`src/sv/svl_pkg.sv`:
```
// ----------------------------------------------------------------------------
// svl_pkg
// Shared types and constants for the sorted value list.
// ----------------------------------------------------------------------------
package svl_pkg;

    localparam int SVL_LIST_DEPTH  = 16;
    localparam int SVL_VALUE_WIDTH = 32;
    localparam int OP_W            = 2;
    localparam int ENTRY_COUNT_W   = 5;
    localparam int M_TDATA_W       = 8;

    typedef enum logic [OP_W-1:0] {
        OP_INSERT = 2'd0,
        OP_REMOVE = 2'd1,
        OP_SEARCH = 2'd2,
        OP_NOP    = 2'd3
    } t_svl_op;

    typedef enum logic {
        ST_IDLE  = 1'b0,
        ST_APPLY = 1'b1
    } t_svl_state;

    typedef struct packed {
        logic capture;
        logic insert;
        logic remove;
    } t_cell_ctrl;

endpackage

```
`src/sv/svl_cell.sv`:
```
// ----------------------------------------------------------------------------
// svl_cell
// One list slot: holds an entry, compares it against the key and shifts
// toward either neighbor on insert or remove.
// ----------------------------------------------------------------------------
module svl_cell
    import svl_pkg::*;
#(
    parameter int LIST_DEPTH  = SVL_LIST_DEPTH,
    parameter int VALUE_WIDTH = SVL_VALUE_WIDTH,
    parameter int CELL_IDX    = 0,
    localparam int CNT_W      = $clog2(LIST_DEPTH + 1)
) (
    input  logic                   i_clk,
    input  t_cell_ctrl             i_ctrl,
    input  logic [VALUE_WIDTH-1:0] i_key,
    input  logic [CNT_W-1:0]       i_count,
    input  logic [VALUE_WIDTH-1:0] i_prev_entry,
    input  logic                   i_prev_le,
    input  logic [VALUE_WIDTH-1:0] i_next_entry,
    output logic [VALUE_WIDTH-1:0] o_entry,
    output logic                   o_le,
    output logic                   o_eq
);

    localparam logic [CNT_W-1:0] IDX = CNT_W'(CELL_IDX);

    logic [VALUE_WIDTH-1:0] r_entry;
    logic [VALUE_WIDTH-1:0] n_entry;
    logic                   r_le;
    logic                   r_lt;
    logic                   w_valid;

    assign w_valid = (IDX < i_count);

    always_comb begin
        n_entry = r_entry;
        if (i_ctrl.insert && !r_le) begin
            n_entry = i_prev_le ? i_key : i_prev_entry;
        end else if (i_ctrl.remove && !r_lt) begin
            n_entry = i_next_entry;
        end
    end

    always_ff @(posedge i_clk) begin
        r_entry <= n_entry;
        if (i_ctrl.capture) begin
            r_le <= w_valid && ($signed(r_entry) <= $signed(i_key));
            r_lt <= w_valid && ($signed(r_entry) <  $signed(i_key));
        end
    end

    assign o_entry = r_entry;
    assign o_le    = r_le;
    assign o_eq    = r_le && !r_lt;

endmodule

```
`src/sv/sorted_value_list.sv`:
```
// ----------------------------------------------------------------------------
// sorted_value_list
// Bounded ascending list of signed values with insert, remove and search.
// ----------------------------------------------------------------------------
// Usage:
//   Input transactions arrive on s_axis; tdata carries the operation code
//   (insert, remove one copy, search) and the signed value. Every input
//   transaction yields one output transaction on m_axis carrying found,
//   dropped and the entry count after the operation.
//   The list is a row of cells, one per slot. In the accept cycle every cell
//   compares its entry with the value; in the next cycle the cells shift
//   right (insert) or left (remove) in one step and the result is
//   registered. m_axis_tvalid rises when that result is registered, and
//   no new transaction is accepted while the cell row applies the last one.
//   An insert into a full list is dropped and flagged. Duplicates are kept.
//   Reset empties the list; entries hold no value until written.
//   If m_axis_tready is low the result waits in the output register and
//   s_axis_tready stays low until it is taken.
// ----------------------------------------------------------------------------
module sorted_value_list
    import svl_pkg::*;
#(
    parameter int LIST_DEPTH  = SVL_LIST_DEPTH,
    parameter int VALUE_WIDTH = SVL_VALUE_WIDTH,
    localparam int S_TDATA_W  = ((OP_W + VALUE_WIDTH + 7) / 8) * 8
) (
    input  logic                 i_clk,
    input  logic                 i_rst_n,
    input  logic                 s_axis_tvalid,
    output logic                 s_axis_tready,
    input  logic [S_TDATA_W-1:0] s_axis_tdata,  // operation, value, zero pad
    output logic                 m_axis_tvalid,
    input  logic                 m_axis_tready,
    output logic [M_TDATA_W-1:0] m_axis_tdata   // found, dropped, entry_count, zero pad
);

    localparam int CNT_W = $clog2(LIST_DEPTH + 1);
    localparam logic [CNT_W-1:0] FULL_CNT = CNT_W'(LIST_DEPTH);

    t_svl_state              r_state;
    t_svl_state              n_state;
    t_svl_op                 r_op;
    logic [VALUE_WIDTH-1:0]  r_key;
    logic [CNT_W-1:0]        r_count;
    logic [CNT_W-1:0]        n_count;
    logic                    r_out_valid;
    logic                    n_out_valid;
    logic                    r_found;
    logic                    n_found;
    logic                    r_dropped;
    logic                    n_dropped;

    logic                    w_accept;
    logic [VALUE_WIDTH-1:0]  w_key;
    logic                    w_any_eq;
    logic                    w_full;
    t_cell_ctrl              w_ctrl;

    logic [VALUE_WIDTH-1:0]  w_entry [LIST_DEPTH];
    logic [LIST_DEPTH-1:0]   w_le;
    logic [LIST_DEPTH-1:0]   w_eq;

    assign s_axis_tready = (r_state == ST_IDLE) && (!r_out_valid || m_axis_tready);
    assign w_accept      = s_axis_tvalid && s_axis_tready;
    assign w_key         = (r_state == ST_IDLE) ? s_axis_tdata[OP_W +: VALUE_WIDTH] : r_key;
    assign w_any_eq      = |w_eq;
    assign w_full        = (r_count == FULL_CNT);

    always_comb begin
        n_state        = r_state;
        n_count        = r_count;
        n_out_valid    = r_out_valid;
        n_found        = r_found;
        n_dropped      = r_dropped;
        w_ctrl.capture = w_accept;
        w_ctrl.insert  = 1'b0;
        w_ctrl.remove  = 1'b0;
        if (r_out_valid && m_axis_tready) begin
            n_out_valid = 1'b0;
        end
        unique case (r_state)
            ST_IDLE: begin
                if (w_accept) begin
                    n_state = ST_APPLY;
                end
            end
            ST_APPLY: begin
                n_state     = ST_IDLE;
                n_out_valid = 1'b1;
                n_found     = 1'b0;
                n_dropped   = 1'b0;
                unique case (r_op)
                    OP_INSERT: begin
                        if (w_full) begin
                            n_dropped = 1'b1;
                        end else begin
                            w_ctrl.insert = 1'b1;
                            n_count       = r_count + 1'b1;
                        end
                    end
                    OP_REMOVE: begin
                        if (w_any_eq) begin
                            n_found       = 1'b1;
                            w_ctrl.remove = 1'b1;
                            n_count       = r_count - 1'b1;
                        end
                    end
                    OP_SEARCH: begin
                        n_found = w_any_eq;
                    end
                    OP_NOP: begin
                    end
                    default: begin
                    end
                endcase
            end
            default: begin
                n_state = ST_IDLE;
            end
        endcase
    end

    always_ff @(posedge i_clk) begin
        if (!i_rst_n) begin
            r_state     <= ST_IDLE;
            r_count     <= '0;
            r_out_valid <= 1'b0;
        end else begin
            r_state     <= n_state;
            r_count     <= n_count;
            r_out_valid <= n_out_valid;
        end
    end

    always_ff @(posedge i_clk) begin
        r_found   <= n_found;
        r_dropped <= n_dropped;
        if (w_accept) begin
            r_op  <= t_svl_op'(s_axis_tdata[OP_W-1:0]);
            r_key <= s_axis_tdata[OP_W +: VALUE_WIDTH];
        end
    end

    for (genvar g = 0; g < LIST_DEPTH; g++) begin : g_cell
        logic [VALUE_WIDTH-1:0] w_prev_entry;
        logic                   w_prev_le;
        logic [VALUE_WIDTH-1:0] w_next_entry;

        if (g == 0) begin : g_head
            assign w_prev_entry = w_key;
            assign w_prev_le    = 1'b1;
        end else begin : g_body
            assign w_prev_entry = w_entry[g-1];
            assign w_prev_le    = w_le[g-1];
        end

        if (g == LIST_DEPTH - 1) begin : g_tail
            assign w_next_entry = w_entry[g];
        end else begin : g_inner
            assign w_next_entry = w_entry[g+1];
        end

        svl_cell #(
            .LIST_DEPTH  (LIST_DEPTH),
            .VALUE_WIDTH (VALUE_WIDTH),
            .CELL_IDX    (g)
        ) u_cell (
            .i_clk        (i_clk),
            .i_ctrl       (w_ctrl),
            .i_key        (w_key),
            .i_count      (r_count),
            .i_prev_entry (w_prev_entry),
            .i_prev_le    (w_prev_le),
            .i_next_entry (w_next_entry),
            .o_entry      (w_entry[g]),
            .o_le         (w_le[g]),
            .o_eq         (w_eq[g])
        );
    end

    assign m_axis_tvalid = r_out_valid;
    assign m_axis_tdata  = {{(M_TDATA_W - 2 - ENTRY_COUNT_W){1'b0}},
                            ENTRY_COUNT_W'(r_count), r_dropped, r_found};

    a_count_bound: assert property (@(posedge i_clk) disable iff (!i_rst_n)
        r_count <= FULL_CNT)
        else $error("entry count above list depth");

    a_result_after_apply: assert property (@(posedge i_clk) disable iff (!i_rst_n)
        $rose(r_out_valid) |-> $past(r_state == ST_APPLY))
        else $error("result raised without an apply cycle");

    a_drop_only_full: assert property (@(posedge i_clk) disable iff (!i_rst_n)
        (r_out_valid && r_dropped) |-> (r_count == FULL_CNT) && !r_found)
        else $error("dropped insert with room in the list");

    a_count_step: assert property (@(posedge i_clk) disable iff (!i_rst_n)
        (r_state == ST_IDLE) |=> $stable(r_count))
        else $error("count changed outside an apply cycle");

    a_no_accept_in_apply: assert property (@(posedge i_clk) disable iff (!i_rst_n)
        (r_state == ST_APPLY) |-> !s_axis_tready)
        else $error("input ready while applying a transaction");

endmodule

```
`config.mk`:
```
export PLATFORM = sky130hd
export DESIGN_NAME = sorted_value_list
export DESIGN_NICKNAME = d
export VERILOG_FILES = /design/src/sv/svl_pkg.sv /design/src/sv/svl_cell.sv /design/src/sv/sorted_value_list.sv
export SDC_FILE = /design/constraint.sdc
export NUM_CORES = 2
export LEC_CHECK = 0
export BUFFER_PORTS_ARGS = -buffer_cell sky130_fd_sc_hd__buf_2
export CORE_MARGIN = 5
export CORE_UTILIZATION = 40
export CTS_CLUSTER_SIZE = 30
export DETAILED_ROUTE_END_ITERATION = 10
export PLACE_DENSITY = 0.62
export SKIP_LAST_GASP = 1
export SLEW_MARGIN = 20
export SYNTH_ARGS = -nofsm -noshare
export SYNTH_HDL_FRONTEND = slang
export SYNTH_SLANG_ARGS = --single-unit
```
`constraint.sdc`:
```
create_clock -name i_clk -period 4.6 [get_ports i_clk]
set_input_delay 0.23 -clock i_clk [delete_from_list [all_inputs] [get_ports i_clk]]
set_output_delay 0.23 -clock i_clk [all_outputs]
set_load 0.01 [all_outputs]
```
==> run_results.csv <==
group,metric,value,unit
run_status,status,"finished clean",
clock_network,root_buffer,"clkbuf_16",
power_and_ir_drop,sw_frac_of_total,26.9,%
logic_synthesis,netlist.area_leader.share,44.3,%
global_routing,grt_pass1_vias,30000,
global_routing,grt.total_usage,19.3,%
clock_network,h-tree-depth,3,
placement,preCtsSetupSlack,0.721,ns
final_layout,drive_above_1_share,8.12,%
logic_synthesis,synth_edf_count,580,
final_layout,nFillCells,9247,
route,drtIter0Drc,2113,
die,die_h,323,µm
logic_synthesis,yosysWarnings,0,
power_and_ir_drop,power_density,314,nW/µm²
worst_setup_path,worstSetupPathType,"reg -> reg",
worst_hold_path,worstHoldPathType,"in -> reg",
placement,io_buffer_count,46,
sta,finalSetupViolCount,0,
sta,fin_ws,0.747,ns
worst_hold_path,min_from,"s_axis_tdata[1]",
clock_network,cts.clk_slew.worst_paths,0.06,ns
die,core,98000,µm²
worst_hold_path,hold_depth,2,
worst_hold_path,min_to,"r_op[1]",
die,pin_count,54,
worst_setup_path,cp_max_fo,15,
die,die_x,323,µm
logic_synthesis,synth_fp_nets,4869,
sta,tightest_slew,1.06,ns
clock_network,cts_max_path_buffers,3,
clock_network,cts_buffers,72,
die,fp-row-count,115,
logic_synthesis,synth_seq_cells,587,
logic_synthesis,synth_area_leader_cell,"edfxtp_1",
route,drc_errors,0,
logic_synthesis,synth_area_leaders,"edfxtp_1, ha_1, o21ai_0",
global_routing,overflow,0,
power_and_ir_drop,p_sw,3.75,mW
clock_network,clock-sinks,587,
worst_setup_path,reg2regPathDepth,12,
global_routing,antenna_found_initial,3,
logic_synthesis,syn_area_per_cell,9.13,µm²
clock_network,ctsResizeCount,0,
clock_network,clk_latency,0.63,ns
logic_synthesis,async_reset_ff_share,0,%
final_layout,fin_nets,4901,
placement,gp_congestion,0.895,
global_routing,grt_pass1_wl,164000,µm
power_and_ir_drop,clkPwrFrac,40.4,%
worst_setup_path,critPathLaunchType,"register",
run,drv_cap,0,
power_and_ir_drop,leakage,17.6,nW
sta,period_share,83.8,%
logic_synthesis,yosysSeqAreaShare,44.7,%
sta,fmax,0.260,GHz
logic_synthesis,netlist_area,39300,µm²
sta,rsz0062_at_grt,"false",
route,final_antenna_net_count,0,
sta,min_period,3.85,ns
power_and_ir_drop,p_int,10.2,mW
route,via_count,31000,
worst_setup_path,r2r_end,"g_cell[12].u_cell.o_le",
die,die_area,105000,µm²
clock_network,cts_tree,"built",
power_and_ir_drop,ir_drop,0.216,mV
logic_synthesis,ys.flop_type,"edfxtp_1",
logic_synthesis,synth_cell_types,67,
worst_setup_path,regToRegSetupSlack,0.75,ns
final_layout,area.growth.synth_to_final,13.1,%
worst_setup_path,r2r-start,"r_state",
worst_setup_path,required,4.98,ns
die,initial_core_util,40.1,%
global_routing,grt_max_degree,66,
route,vias_per_cell,5.45,
sta,finalHoldViolCount,0,
sta,slew_headroom,29.0,%
route,drt_wl_total,101000,µm
worst_setup_path,end_kind,"register",
placement,hpwlAfterDp,77600,µm
final_layout,antenna_cells,0,
power_and_ir_drop,p_comb_share,15.3,%
sta,slew_violations,0,
sta,finalClockSkew,0.0214,ns
power_and_ir_drop,seqPwrFrac,44.3,%
route,wire_per_inst,17.8,µm
route,drt-pass1-iter-count,5,
sta,tns,0,ns
worst_setup_path,cp.arrival,4.23,ns
logic_synthesis,synthCells,4308,
## placed cells by master, fill, tap and decap left out, types with 11 or more instances in the layout
cell,count
a21o_1,33
buf_4,124
dlygate4sd3_1,38
nand4_1,93
buf_2,46
nor4_1,21
nand3_1,46
o21a_1,12
clkbuf_16,77
nor2_1,129
edfxtp_1,580
a211oi_1,19
nand2b_2,14
nor3_1,20
o21ai_0,962
ha_1,517
o211ai_1,26
clkinv_1,16
nand2b_1,14
nor2b_1,31
clkbuf_1,24
nand2_1,1029
mux2i_4,31
o21ai_2,11
a21oi_1,280
inv_1,40
## Yosys cell counts, types with 9 or more instances
master and number:
o211ai_1 26, nor3_1 20, o21ai_0 976, nand2b_1 28, a21o_1 33, edfxtp_1 580, nor2b_1 33, a211oi_1 19
mux2i_1 39, inv_1 40, nor4_1 21, o21a_1 12, nand3_1 46, clkbuf_1 236, and2_1 9, nand4_1 93
nor2_1 129, a2111oi_0 9, ha_1 517, nand2_1 1029, a21oi_1 280
## worst max-delay path, stage by stage, from the launching register on
cell and delay [ns]:
dfxtp_4 0.61, buf_12 0.28, mux2i_4 0.58, buf_4 0.35, buf_4 0.17, ha_1 0.15
nand4_1 0.11, nor4_1 0.52, a21boi_0 0.25, o31ai_1 0.12, nand2_1 0.13, mux2i_1 0.09
nand2b_1 0.17
## metal layers
metal / routed length (µm) / share of wire [%] / vias to the layer above / GRT usage (%)
li1: - / - / 15900 / -
met1: 48300 / 48 / 14300 / 26.8
met2: 46100 / 46 / 642 / 31.8
met3: 4180 / 4.1 / 146 / 2.39
met4: 2720 / 2.7 / 0 / 5.64
met5: 0 / 0 / - / 0
## sequential cells by signal, indices dropped and copies added, names as in the netlist
name,cells
r_op,2
g_cell.u_cell.o_le,16
r_found,1
g_cell.u_cell.o_entry,512
r_key,32
m_axis_tvalid,1
r_state,1
g_cell.u_cell.r_lt,16
r_count,5
r_dropped,1
## power groups by stage
stage	registers [mW]	logic (mW)	clock network [mW]
finish	6.18	2.14	5.64
CTS	6.17	2.14	5.78
global placement	6.28	2.03	0
detailed placement	6.29	2.10	0
floorplan	6.23	1.43	0
global route	6.19	2.46	5.99
## worst max-delay path by stage
| stage | from | endpoint | slack (ns) |
|---|---|---|---|
| floorplan | r_state | g_cell[2].u_cell.o_le | 0.58 |
| global placement | r_state | g_cell[2].u_cell.o_le | 0.76 |
| detailed placement | r_state | g_cell[2].u_cell.o_le | 0.72 |
| CTS | r_state | g_cell[2].u_cell.o_le | 0.71 |
| global route | r_state | g_cell[2].u_cell.o_le | 0.56 |
| finish | r_state | g_cell[12].u_cell.o_le | 0.75 |
## cells by family (layout without fill, tap and decap cells)
family / count (synthesis) / count (layout) / synth area share (%)
AND/OR/NAND/NOR: 1433 / 1433 / 15.3
AO/OA/AOI/OAI: 1420 / 1420 / 19.3
flip-flops: 587 / 587 / 44.7
adder cells (fa/ha/maj): 517 / 517 / 16.5
buffers and inverters: 298 / 389 / 2.94
multiplexers: 41 / 41 / 1.06
XOR/XNOR: 11 / 11 / 0.245
other: 1 / 1 / 0.00954
## layout make-up
cell class	count	area (µm²)	share of cell area [%]
Clock inverter	31	268	0.602
Sequential cell	587	17600	39.5
Timing Repair Buffer	216	1710	3.84
Tap cell	1287	1610	3.62
Clock buffer	102	2030	4.57
Multi-Input combinational cell	3423	21100	47.5
Inverter	40	150	0.338
## repair_timing
action	4_1_cts	5_1_grt
setup buffers	0	0
hold endpoints to repair	41	0
hold buffers	38	0
## stage by stage
step                      utilization [%]  cells  cell area, µm²  power, mW  hold WS (ns)
final                                45.4   5686           44500       14.0         0.331
after global routing                 45.4   5686           44500       14.6         0.325
after CTS                            45.3   5685           44400       14.1         0.294
after detailed placement             42.6   5514           41700       8.39         0.412
after global placement               42.6   5514           41700       8.32         0.411
after floorplan                         -   4308           39300       7.66         0.329
Note: power is estimated with default switching activity, not from simulation.
